File: src/rtl/obd_pkg.sv
// Shared types, register indexes and the Bayer table of the ordered dither bias block.
`timescale 1ns / 1ps
package obd_pkg;

   // Input word: three channel values and the amplitude of the pixel's block (Q2.8).
   typedef struct packed {
      logic [7:0] chan_zero;
      logic [7:0] chan_one;
      logic [7:0] chan_two;
      logic [9:0] block_amplitude;
   } obd_req_type;

   // Result word: three channel values after bias, rounding and clamping.
   typedef struct packed {
      logic [7:0] out_zero;
      logic [7:0] out_one;
      logic [7:0] out_two;
   } obd_rsp_type;

   // Programmed registers as one group.
   typedef struct packed {
      logic [15:0] level_step;
      logic [12:0] frame_width;
      logic [12:0] frame_height;
      logic [12:0] block_width;
      logic [12:0] block_height;
      logic [2:0]  channel_count;
   } obd_cfg_type;

   // A classified pixel as it waits between the front and the back.
   typedef struct packed {
      obd_req_type        pixel;
      logic signed [4:0]  bias_weight;
      logic               color;
   } obd_task_type;

   localparam int CSR_INDEX_W = 3;
   localparam int CSR_DATA_W  = 16;
   localparam int SIZE_W      = 13;

   localparam logic [CSR_INDEX_W-1:0] CSR_LEVEL_STEP    = 3'd0;
   localparam logic [CSR_INDEX_W-1:0] CSR_FRAME_WIDTH   = 3'd1;
   localparam logic [CSR_INDEX_W-1:0] CSR_FRAME_HEIGHT  = 3'd2;
   localparam logic [CSR_INDEX_W-1:0] CSR_BLOCK_WIDTH   = 3'd3;
   localparam logic [CSR_INDEX_W-1:0] CSR_BLOCK_HEIGHT  = 3'd4;
   localparam logic [CSR_INDEX_W-1:0] CSR_CHANNEL_COUNT = 3'd5;

   localparam logic [15:0] RESET_LEVEL_STEP    = 16'd65280;
   localparam logic [12:0] RESET_FRAME_WIDTH   = 13'd640;
   localparam logic [12:0] RESET_FRAME_HEIGHT  = 13'd480;
   localparam logic [12:0] RESET_BLOCK_WIDTH   = 13'd8;
   localparam logic [12:0] RESET_BLOCK_HEIGHT  = 13'd8;
   localparam logic [2:0]  RESET_CHANNEL_COUNT = 3'd3;

   // Color mode biases all three channels from this channel count upward.
   localparam logic [2:0] COLOR_MIN_CHANNELS = 3'd3;

   localparam int QUEUE_DEPTH = 2;

   localparam logic [3:0] BAYER [4][4] = '{
      '{4'd0,  4'd8,  4'd2,  4'd10},
      '{4'd12, 4'd4,  4'd14, 4'd6},
      '{4'd3,  4'd11, 4'd1,  4'd9},
      '{4'd15, 4'd7,  4'd13, 4'd5}
   };

   // Bayer entry minus eight, the signed weight of the bias in sixteenths.
   function automatic logic signed [4:0] bayer_weight(input logic [1:0] row,
                                                      input logic [1:0] col);
      logic signed [4:0] entry;
      entry = signed'({1'b0, BAYER[row][col]});
      return entry - 5'sd8;
   endfunction

endpackage

File: src/rtl/obd_front.sv
// Front end: takes pixel words, tracks raster and block position, picks the Bayer weight.
`timescale 1ns / 1ps
module obd_front #(
   parameter int MAX_WIDTH  = 4096,
   parameter int MAX_HEIGHT = 4096
) (
   input  logic                 clock,
   input  logic                 reset,
   input  logic                 req_valid,
   output logic                 req_stall,
   input  obd_pkg::obd_req_type req_data,
   input  obd_pkg::obd_cfg_type cfg,
   output logic                 push_valid,
   output obd_pkg::obd_task_type push_data,
   input  logic                 push_full
);

   localparam int CW = $clog2(MAX_WIDTH + 1);
   localparam int RW = $clog2(MAX_HEIGHT + 1);
   localparam int BW = obd_pkg::SIZE_W;

   logic [CW-1:0] column_count_ff, column_count_in;
   logic [RW-1:0] row_count_ff, row_count_in;
   logic [BW-1:0] in_block_column_ff, in_block_column_in;
   logic [BW-1:0] in_block_row_ff, in_block_row_in;
   logic [1:0]    block_column_mod4_ff, block_column_mod4_in;
   logic [1:0]    block_row_mod4_ff, block_row_mod4_in;

   logic          accept;
   logic [31:0]   eff_fw, eff_fh;
   logic [BW:0]   eff_bw, eff_bh;
   logic [CW:0]   col_next;
   logic [RW:0]   row_next;
   logic [BW:0]   ibc_next, ibr_next;

   assign req_stall = push_full;
   assign accept    = req_valid && !push_full;

   assign push_valid            = accept;
   assign push_data.pixel       = req_data;
   assign push_data.bias_weight = obd_pkg::bayer_weight(block_row_mod4_ff,
                                                        block_column_mod4_ff);
   assign push_data.color       = (cfg.channel_count >= obd_pkg::COLOR_MIN_CHANNELS);

   // A size of zero acts as one; frame sizes are capped at the maximum.
   always_comb begin
      if (cfg.frame_width == '0) begin
         eff_fw = 32'd1;
      end else if (32'(cfg.frame_width) > 32'(MAX_WIDTH)) begin
         eff_fw = 32'(MAX_WIDTH);
      end else begin
         eff_fw = 32'(cfg.frame_width);
      end
      if (cfg.frame_height == '0) begin
         eff_fh = 32'd1;
      end else if (32'(cfg.frame_height) > 32'(MAX_HEIGHT)) begin
         eff_fh = 32'(MAX_HEIGHT);
      end else begin
         eff_fh = 32'(cfg.frame_height);
      end
      eff_bw = (cfg.block_width == '0)  ? (BW+1)'(1) : {1'b0, cfg.block_width};
      eff_bh = (cfg.block_height == '0) ? (BW+1)'(1) : {1'b0, cfg.block_height};
   end

   always_comb begin
      column_count_in      = column_count_ff;
      row_count_in         = row_count_ff;
      in_block_column_in   = in_block_column_ff;
      in_block_row_in      = in_block_row_ff;
      block_column_mod4_in = block_column_mod4_ff;
      block_row_mod4_in    = block_row_mod4_ff;
      col_next = {1'b0, column_count_ff} + (CW+1)'(1);
      row_next = {1'b0, row_count_ff} + (RW+1)'(1);
      ibc_next = {1'b0, in_block_column_ff} + (BW+1)'(1);
      ibr_next = {1'b0, in_block_row_ff} + (BW+1)'(1);
      if (accept) begin
         column_count_in    = col_next[CW-1:0];
         in_block_column_in = ibc_next[BW-1:0];
         if (ibc_next >= eff_bw) begin
            in_block_column_in   = '0;
            block_column_mod4_in = block_column_mod4_ff + 2'd1;
         end
         if (32'(col_next) >= eff_fw) begin
            column_count_in      = '0;
            in_block_column_in   = '0;
            block_column_mod4_in = '0;
            row_count_in         = row_next[RW-1:0];
            in_block_row_in      = ibr_next[BW-1:0];
            if (ibr_next >= eff_bh) begin
               in_block_row_in   = '0;
               block_row_mod4_in = block_row_mod4_ff + 2'd1;
            end
            if (32'(row_next) >= eff_fh) begin
               row_count_in      = '0;
               in_block_row_in   = '0;
               block_row_mod4_in = '0;
            end
         end
      end
   end

   always_ff @(posedge clock) begin
      if (reset) begin
         column_count_ff      <= '0;
         row_count_ff         <= '0;
         in_block_column_ff   <= '0;
         in_block_row_ff      <= '0;
         block_column_mod4_ff <= '0;
         block_row_mod4_ff    <= '0;
      end else begin
         column_count_ff      <= column_count_in;
         row_count_ff         <= row_count_in;
         in_block_column_ff   <= in_block_column_in;
         in_block_row_ff      <= in_block_row_in;
         block_column_mod4_ff <= block_column_mod4_in;
         block_row_mod4_ff    <= block_row_mod4_in;
      end
   end

endmodule

File: src/rtl/obd_queue.sv
// Short queue of classified pixels between the front and the back.
`timescale 1ns / 1ps
module obd_queue (
   input  logic                  clock,
   input  logic                  reset,
   input  logic                  push_valid,
   input  obd_pkg::obd_task_type push_data,
   output logic                  push_full,
   input  logic                  pop_ready,
   output logic                  pop_valid,
   output obd_pkg::obd_task_type pop_data
);

   localparam int DEPTH = obd_pkg::QUEUE_DEPTH;
   localparam int AW    = (DEPTH > 1) ? $clog2(DEPTH) : 1;
   localparam int NW    = $clog2(DEPTH + 1);

   obd_pkg::obd_task_type slot_ff [DEPTH];
   logic [AW-1:0] wr_ptr_ff, wr_ptr_in;
   logic [AW-1:0] rd_ptr_ff, rd_ptr_in;
   logic [NW-1:0] count_ff, count_in;
   logic          do_push, do_pop;

   assign push_full = (count_ff == NW'(DEPTH));
   assign pop_valid = (count_ff != '0);
   assign pop_data  = slot_ff[rd_ptr_ff];
   assign do_push   = push_valid && !push_full;
   assign do_pop    = pop_ready && pop_valid;

   always_comb begin
      wr_ptr_in = wr_ptr_ff;
      rd_ptr_in = rd_ptr_ff;
      count_in  = count_ff;
      if (do_push) begin
         wr_ptr_in = (wr_ptr_ff == AW'(DEPTH - 1)) ? '0 : wr_ptr_ff + AW'(1);
      end
      if (do_pop) begin
         rd_ptr_in = (rd_ptr_ff == AW'(DEPTH - 1)) ? '0 : rd_ptr_ff + AW'(1);
      end
      if (do_push && !do_pop) begin
         count_in = count_ff + NW'(1);
      end else if (do_pop && !do_push) begin
         count_in = count_ff - NW'(1);
      end
   end

   always_ff @(posedge clock) begin
      if (do_push) begin
         slot_ff[wr_ptr_ff] <= push_data;
      end
   end

   always_ff @(posedge clock) begin
      if (reset) begin
         wr_ptr_ff <= '0;
         rd_ptr_ff <= '0;
         count_ff  <= '0;
      end else begin
         wr_ptr_ff <= wr_ptr_in;
         rd_ptr_ff <= rd_ptr_in;
         count_ff  <= count_in;
      end
   end

endmodule

File: src/rtl/obd_back.sv
// Back end: scales the bias, adds it to the channels, rounds, clamps and holds the result.
`timescale 1ns / 1ps
module obd_back (
   input  logic                  clock,
   input  logic                  reset,
   input  logic [15:0]           level_step,
   input  logic                  pop_valid,
   input  obd_pkg::obd_task_type pop_data,
   output logic                  pop_ready,
   output logic                  rsp_valid,
   input  logic                  rsp_stall,
   output obd_pkg::obd_rsp_type  rsp_data
);

   logic                  advance;
   logic                  s1_valid_ff, s1_valid_in;
   obd_pkg::obd_task_type s1_task_ff, s1_task_in;
   logic [25:0]           s1_mag_ff, s1_mag_in;
   logic                  rsp_valid_ff, rsp_valid_in;
   obd_pkg::obd_rsp_type  rsp_data_ff, rsp_data_in;
   logic signed [31:0]    bias;

   // Channel plus bias (20 fraction bits), half away from zero, clamped to 0..255.
   // A negative sum always ends at zero, so only the positive side rounds.
   function automatic logic [7:0] round_clamp(input logic [7:0] chan,
                                              input logic signed [31:0] prod);
      logic signed [31:0] sum;
      logic signed [31:0] rounded;
      logic [11:0]        whole;
      logic [7:0]         res;
      sum     = signed'({4'b0, chan, 20'b0}) + prod;
      rounded = sum + 32'sd524288;
      whole   = rounded[31:20];
      if (sum[31]) begin
         res = 8'd0;
      end else if (whole > 12'd255) begin
         res = 8'd255;
      end else begin
         res = whole[7:0];
      end
      return res;
   endfunction

   assign advance   = !rsp_valid_ff || !rsp_stall;
   assign pop_ready = advance;
   assign rsp_valid = rsp_valid_ff;
   assign rsp_data  = rsp_data_ff;

   assign bias = 32'(s1_task_ff.bias_weight) * signed'(32'(s1_mag_ff));

   always_comb begin
      s1_valid_in  = s1_valid_ff;
      s1_task_in   = s1_task_ff;
      s1_mag_in    = s1_mag_ff;
      rsp_valid_in = rsp_valid_ff;
      rsp_data_in  = rsp_data_ff;
      if (advance) begin
         s1_valid_in  = pop_valid;
         s1_task_in   = pop_data;
         s1_mag_in    = 26'(level_step) * 26'(pop_data.pixel.block_amplitude);
         rsp_valid_in = s1_valid_ff;
         rsp_data_in.out_zero = round_clamp(s1_task_ff.pixel.chan_zero, bias);
         if (s1_task_ff.color) begin
            rsp_data_in.out_one = round_clamp(s1_task_ff.pixel.chan_one, bias);
            rsp_data_in.out_two = round_clamp(s1_task_ff.pixel.chan_two, bias);
         end else begin
            rsp_data_in.out_one = s1_task_ff.pixel.chan_one;
            rsp_data_in.out_two = s1_task_ff.pixel.chan_two;
         end
      end
   end

   always_ff @(posedge clock) begin
      s1_task_ff  <= s1_task_in;
      s1_mag_ff   <= s1_mag_in;
      rsp_data_ff <= rsp_data_in;
   end

   always_ff @(posedge clock) begin
      if (reset) begin
         s1_valid_ff  <= 1'b0;
         rsp_valid_ff <= 1'b0;
      end else begin
         s1_valid_ff  <= s1_valid_in;
         rsp_valid_ff <= rsp_valid_in;
      end
   end

endmodule

File: src/rtl/block_ordered_dither_bias_core.sv
// Top level of the ordered 4x4 Bayer dither bias block.
`timescale 1ns / 1ps
// The core takes one pixel word per clock in raster order (up to three 8-bit
// channels and the Q2.8 contrast amplitude of its block) and returns one word
// per pixel with the channels offset by (entry - 8) / 16 * level_step * amplitude,
// where entry is the 4x4 Bayer value chosen by the block column and block row
// modulo four. Sums are rounded half away from zero and clamped to 0..255; an
// amplitude of zero passes the pixel through, and with fewer than three
// channels only the first channel is biased. The front end accepts a word, keeps
// the raster and block counters and picks the weight; a two-entry queue carries
// the word to the back end, which forms level_step * amplitude in its first
// stage and applies the weighted bias in its second, ending in an output
// register. Sustained rate is one word per clock: the back end moves whenever
// its output register is empty or being read, so the input stalls only once the
// queue has filled behind a held result word. A word's result passes the queue
// slot, the multiply stage and the output register before it is offered, and
// it is taken at an edge on which the result side does not stall. Program
// registers only with no words in flight; counters keep their values across
// a write and wrap at the next pixel if they sit beyond a new limit. Frame
// sizes larger than MAX_WIDTH or MAX_HEIGHT act as the maximum, and a size of
// zero acts as one.
module block_ordered_dither_bias_core #(
   parameter int MAX_WIDTH  = 4096,
   parameter int MAX_HEIGHT = 4096
) (
   input  logic                                 clock,
   input  logic                                 reset,
   input  logic                                 req_valid,
   output logic                                 req_stall,
   input  obd_pkg::obd_req_type                 req_data,
   output logic                                 rsp_valid,
   input  logic                                 rsp_stall,
   output obd_pkg::obd_rsp_type                 rsp_data,
   input  logic                                 csr_wen,
   input  logic [obd_pkg::CSR_INDEX_W-1:0]      csr_index,
   input  logic [obd_pkg::CSR_DATA_W-1:0]       csr_wdata
);

   obd_pkg::obd_cfg_type  cfg_ff, cfg_in;
   logic                  push_valid;
   obd_pkg::obd_task_type push_data;
   logic                  push_full;
   logic                  pop_valid;
   obd_pkg::obd_task_type pop_data;
   logic                  pop_ready;

   // Register writes; each register keeps only the bits it holds.
   always_comb begin
      cfg_in = cfg_ff;
      if (csr_wen) begin
         case (csr_index)
            obd_pkg::CSR_LEVEL_STEP:    cfg_in.level_step    = csr_wdata;
            obd_pkg::CSR_FRAME_WIDTH:   cfg_in.frame_width   = csr_wdata[12:0];
            obd_pkg::CSR_FRAME_HEIGHT:  cfg_in.frame_height  = csr_wdata[12:0];
            obd_pkg::CSR_BLOCK_WIDTH:   cfg_in.block_width   = csr_wdata[12:0];
            obd_pkg::CSR_BLOCK_HEIGHT:  cfg_in.block_height  = csr_wdata[12:0];
            obd_pkg::CSR_CHANNEL_COUNT: cfg_in.channel_count = csr_wdata[2:0];
            default: cfg_in = cfg_ff;
         endcase
      end
   end

   always_ff @(posedge clock) begin
      if (reset) begin
         cfg_ff.level_step    <= obd_pkg::RESET_LEVEL_STEP;
         cfg_ff.frame_width   <= obd_pkg::RESET_FRAME_WIDTH;
         cfg_ff.frame_height  <= obd_pkg::RESET_FRAME_HEIGHT;
         cfg_ff.block_width   <= obd_pkg::RESET_BLOCK_WIDTH;
         cfg_ff.block_height  <= obd_pkg::RESET_BLOCK_HEIGHT;
         cfg_ff.channel_count <= obd_pkg::RESET_CHANNEL_COUNT;
      end else begin
         cfg_ff <= cfg_in;
      end
   end

   obd_front #(
      .MAX_WIDTH  (MAX_WIDTH),
      .MAX_HEIGHT (MAX_HEIGHT)
   ) u_front (
      .clock      (clock),
      .reset      (reset),
      .req_valid  (req_valid),
      .req_stall  (req_stall),
      .req_data   (req_data),
      .cfg        (cfg_ff),
      .push_valid (push_valid),
      .push_data  (push_data),
      .push_full  (push_full)
   );

   obd_queue u_queue (
      .clock      (clock),
      .reset      (reset),
      .push_valid (push_valid),
      .push_data  (push_data),
      .push_full  (push_full),
      .pop_ready  (pop_ready),
      .pop_valid  (pop_valid),
      .pop_data   (pop_data)
   );

   obd_back u_back (
      .clock      (clock),
      .reset      (reset),
      .level_step (cfg_ff.level_step),
      .pop_valid  (pop_valid),
      .pop_data   (pop_data),
      .pop_ready  (pop_ready),
      .rsp_valid  (rsp_valid),
      .rsp_stall  (rsp_stall),
      .rsp_data   (rsp_data)
   );

endmodule

File: config.mk
export PLATFORM = sky130hd
export DESIGN_NAME = block_ordered_dither_bias_core
export DESIGN_NICKNAME = d
export VERILOG_FILES = /design/src/rtl/obd_pkg.sv /design/src/rtl/obd_front.sv /design/src/rtl/obd_queue.sv /design/src/rtl/obd_back.sv /design/src/rtl/block_ordered_dither_bias_core.sv
export SDC_FILE = /design/constraint.sdc
export NUM_CORES = 1
export LEC_CHECK = 0
export ABC_CLOCK_PERIOD_IN_PS = 11050
export BUFFER_PORTS_ARGS = -buffer_cell sky130_fd_sc_hd__clkbuf_2
export CORE_AREA = 5 5 246 248
export DETAILED_ROUTE_END_ITERATION = 6
export DIE_AREA = 0 0 251 253
export PLACE_DENSITY = 0.53
export REMOVE_ABC_BUFFERS = 1
export SYNTH_ARGS = -nofsm -noshare
export SYNTH_HDL_FRONTEND = slang
export SYNTH_SLANG_ARGS = --single-unit
File: constraint.sdc
create_clock -name clock -period 11.05 [get_ports clock]
set_clock_uncertainty 0.2 [all_clocks]
set_input_delay 1.105 -clock clock [delete_from_list [all_inputs] [get_ports clock]]
set_output_delay 1.105 -clock clock [all_outputs]
set_load 0.05 [all_outputs]
==> results.py <==
metrics = {
    "status": {
        "status": "completed",
    },
    "timing": {
        "fin_setup_tns_ns": 0,
        "hold_violations": 0,
        "slew_violations": 0,
        "worst_pin_slew_ns": 1.113,
        "finalCritPeriodShare_pct": 79.91,
        "setup_slack_ns": 2.220,
        "slew_headroom_pct": 25.77,
        "fmax_mhz": 113.2,
        "grt_setup_unrepaired": "false",
        "period_needed_ns": 8.830,
        "setup_viol": 0,
    },
    "critical_path": {
        "cp_max_fo": 35,
        "r2r_slack_ns": 2.22,
        "path_class": "reg -> reg",
        "cp_top_family": "adder cells",
        "rr_startpoint": "u_back.s1_task_ff[4]",
        "cp.buffers_inverters": 5,
        "crit_path_top_delay_cell": "fa_1",
        "cp-start-kind": "register",
        "max_stage_delay_ns": 0.57,
        "reg2reg_to": "u_back.rsp_data[5]",
        "cp.arrival_ns": 8.91,
        "cp.required_ns": 11.13,
        "r2r_cells": 30,
        "cp-end-kind": "register",
    },
    "global_route": {
        "grt_pass1_vias": 17090,
        "grt.total_usage_pct": 16.64,
        "busiest_layer": "met2",
        "met3_usage_pct": 2.126,
        "globalRouteOverflowTotal": 0,
        "grt_max_degree": 83,
        "grt_pass1_wl_um": 87160,
        "met2_usage_pct": 28.89,
        "antenna_found_initial": 0,
        "met1_usage_pct": 21.78,
    },
    "placed_design": {
        "dpl.hpwl_um": 39770,
        "dpl-instance-area_um2": 24120,
        "pre_cts_ws_ns": 2.225,
        "place_congestion": 0.8205,
        "io_buffers": 83,
    },
    "hold_path": {
        "hold_path_end": "cfg_ff[3]",
        "worstHoldStart": "cfg_ff[3]",
        "hold_path_depth": 2,
        "hold_class": "reg -> reg",
    },
    "detailed_routing": {
        "first_pass_iters": 5,
        "avgRoutedWirePerCell_um": 16.46,
        "wl_um": 52900,
        "vias_per_cell": 5.126,
        "ant_nets": 0,
        "vias": 16480,
        "first_iter_violations": 798,
        "drc": 0,
    },
    "yosys": {
        "yosys.area.top_type_share_pct": 20.53,
        "postSynthAreaPerCell_um2": 9.671,
        "yosysTopAreaCell": "edfxtp_1",
        "netlist_instances": 2374,
        "ys_seq_area_share_pct": 32.22,
        "ys_warn_count": 0,
        "synth-edff-count": 157,
        "yosysUniqueCellTypes": 76,
        "synth_async_sr_flop_share_pct": 0,
        "yosys.cell_count.top_type": "nand2_1",
        "synth_area_leaders": "edfxtp_1 (21%), fa_1 (16%), dfxtp_1 (12%)",
        "synthesis.area_um2": 22960,
        "synth_seq_cells": 291,
        "synth_top_flop_cell": "edfxtp_1",
        "netlist_top_cells_count": "nand2_1 (330), inv_1 (256), ha_1 (206)",
    },
    "clocking": {
        "cts_buffer_depth": 3,
        "cts_tree": "done",
        "cts_sinks": 291,
        "cts-root-buf": "clkbuf_16",
        "cts_buffers": 35,
        "insertion_delay_ns": 0.54,
        "postCtsResizedCells": 0,
        "clk_pin_slew_ns": 0.06,
        "postCtsHoldBufs": 0,
        "post_cts_buffers": 0,
        "htreeDepth": 2,
    },
    "floorplan": {
        "ios": 84,
        "fp.dieH_um": 253,
        "start_util_pct": 39.42,
        "rows": 89,
        "die_area_um2": 63500,
        "core_area_um2": 58240,
        "dieWidth_um": 251,
    },
    "final_layout": {
        "syn_to_final_growth_pct": 9.847,
        "fin_area_um2": 25220,
        "drive_gt1_share_pct": 9.013,
        "final_nets": 2863,
        "num_antenna_cells": 0,
    },
    "job": {
        "maxCapViolations": 0,
    },
}
## layout make-up
class | count | area [um^2]
Tap cell | 773 | 967.2
Clock buffer | 51 | 987.2
Clock inverter | 13 | 115.1
Multi-Input combinational cell | 1731 | 14260
Fill cell | 5659 | 33020
Sequential cell | 291 | 7398
Inverter | 257 | 964.7
Timing Repair Buffer | 98 | 530.5
## metal layers
| layer | wire length, um | part of all wire, % |
|---|---|---|
| met5 | 0 | 0 |
| met3 | 1621 | 3.1 |
| met1 | 24200 | 46 |
| met4 | 1462 | 2.8 |
| met2 | 25620 | 48 |
## how the worst max path moves through the flow
stage                         start                  to  slack (ns)  cells after the start
3_5_place_dp   u_back.s1_task_ff[4]  u_back.rsp_data[5]        2.22                     30
2_1_floorplan  u_back.s1_task_ff[4]  u_back.rsp_data[0]        2.97                     29
4_1_cts        u_back.s1_task_ff[4]  u_back.rsp_data[5]        2.21                     30
5_1_grt        u_back.s1_task_ff[4]  u_back.rsp_data[7]        1.73                     30
3_3_place_gp   u_back.s1_task_ff[4]  u_back.rsp_data[2]        2.43                     30
6_report       u_back.s1_task_ff[4]  u_back.rsp_data[5]        2.22                     30
## state kept, by name (all words and copies together), names as in the netlist, 2 cells and up, named ones only
register and count:
cfg_ff 71, u_back.rsp_data 24, u_back.s1_mag_ff 26, u_back.s1_task_ff 29
u_front.block_column_mod4_ff 2, u_front.block_row_mod4_ff 2, u_front.column_count_ff 13, u_front.in_block_column_ff 13
u_front.in_block_row_ff 13, u_front.row_count_ff 13, u_queue.count_ff 2, u_queue.slot_ff 78
## logic make-up after synthesis
kind of cell / share of synthesized area (%)
muxes: 2.076
and+or+nand+nor: 18.12
adders and majority gates: 27.36
AOI/OAI and AO/OA: 9.629
buffers and inverters: 5.798
DFF: 32.22
xor gates and xnor gates: 4.801
## metrics by stage
| stage | cells | util (%) | hold WS, ns |
|---|---|---|---|
| after floorplan | 2279 | - | 0.2298 |
| after global placement | 3150 | 41.41 | 0.2449 |
| after detailed placement | 3150 | 41.41 | 0.2509 |
| after CTS | 3214 | 43.30 | 0.2590 |
| after global routing | 3214 | 43.30 | 0.2803 |
| final | 3214 | 43.30 | 0.2574 |
## worst reg2reg max path, delay by kind of cell, from the launching register on
kind / cells / cell delay, ns
AOI/OAI and AO/OA: 9 / 1.91
xor gates and xnor gates: 1 / 0.42
adders and majority gates: 5 / 2.37
buffers and inverters: 5 / 1.08
DFF: 1 / 0.36
muxes: 1 / 0.29
and+or+nand+nor: 9 / 1.97
## layout by cell type, fill, tap and decap left out, types with 36 or more instances in the layout
cell type    n
a21oi_1    132
edfxtp_1   157
nor2b_1     67
nor2_1      94
clkbuf_2    82
dfxtp_1    133
mux2_2      37
fa_1       185
a21o_1      43
and2_1     104
nand2_1    329
o21ai_0     55
nand3_1     47
clkbuf_16   36
xnor2_1     64
inv_1      256
xor2_1      60
ha_1       206
Power is left out: the tool's default activity adds up to more than one toggle a clock period on the data nets, which glitch-free logic cannot reach.
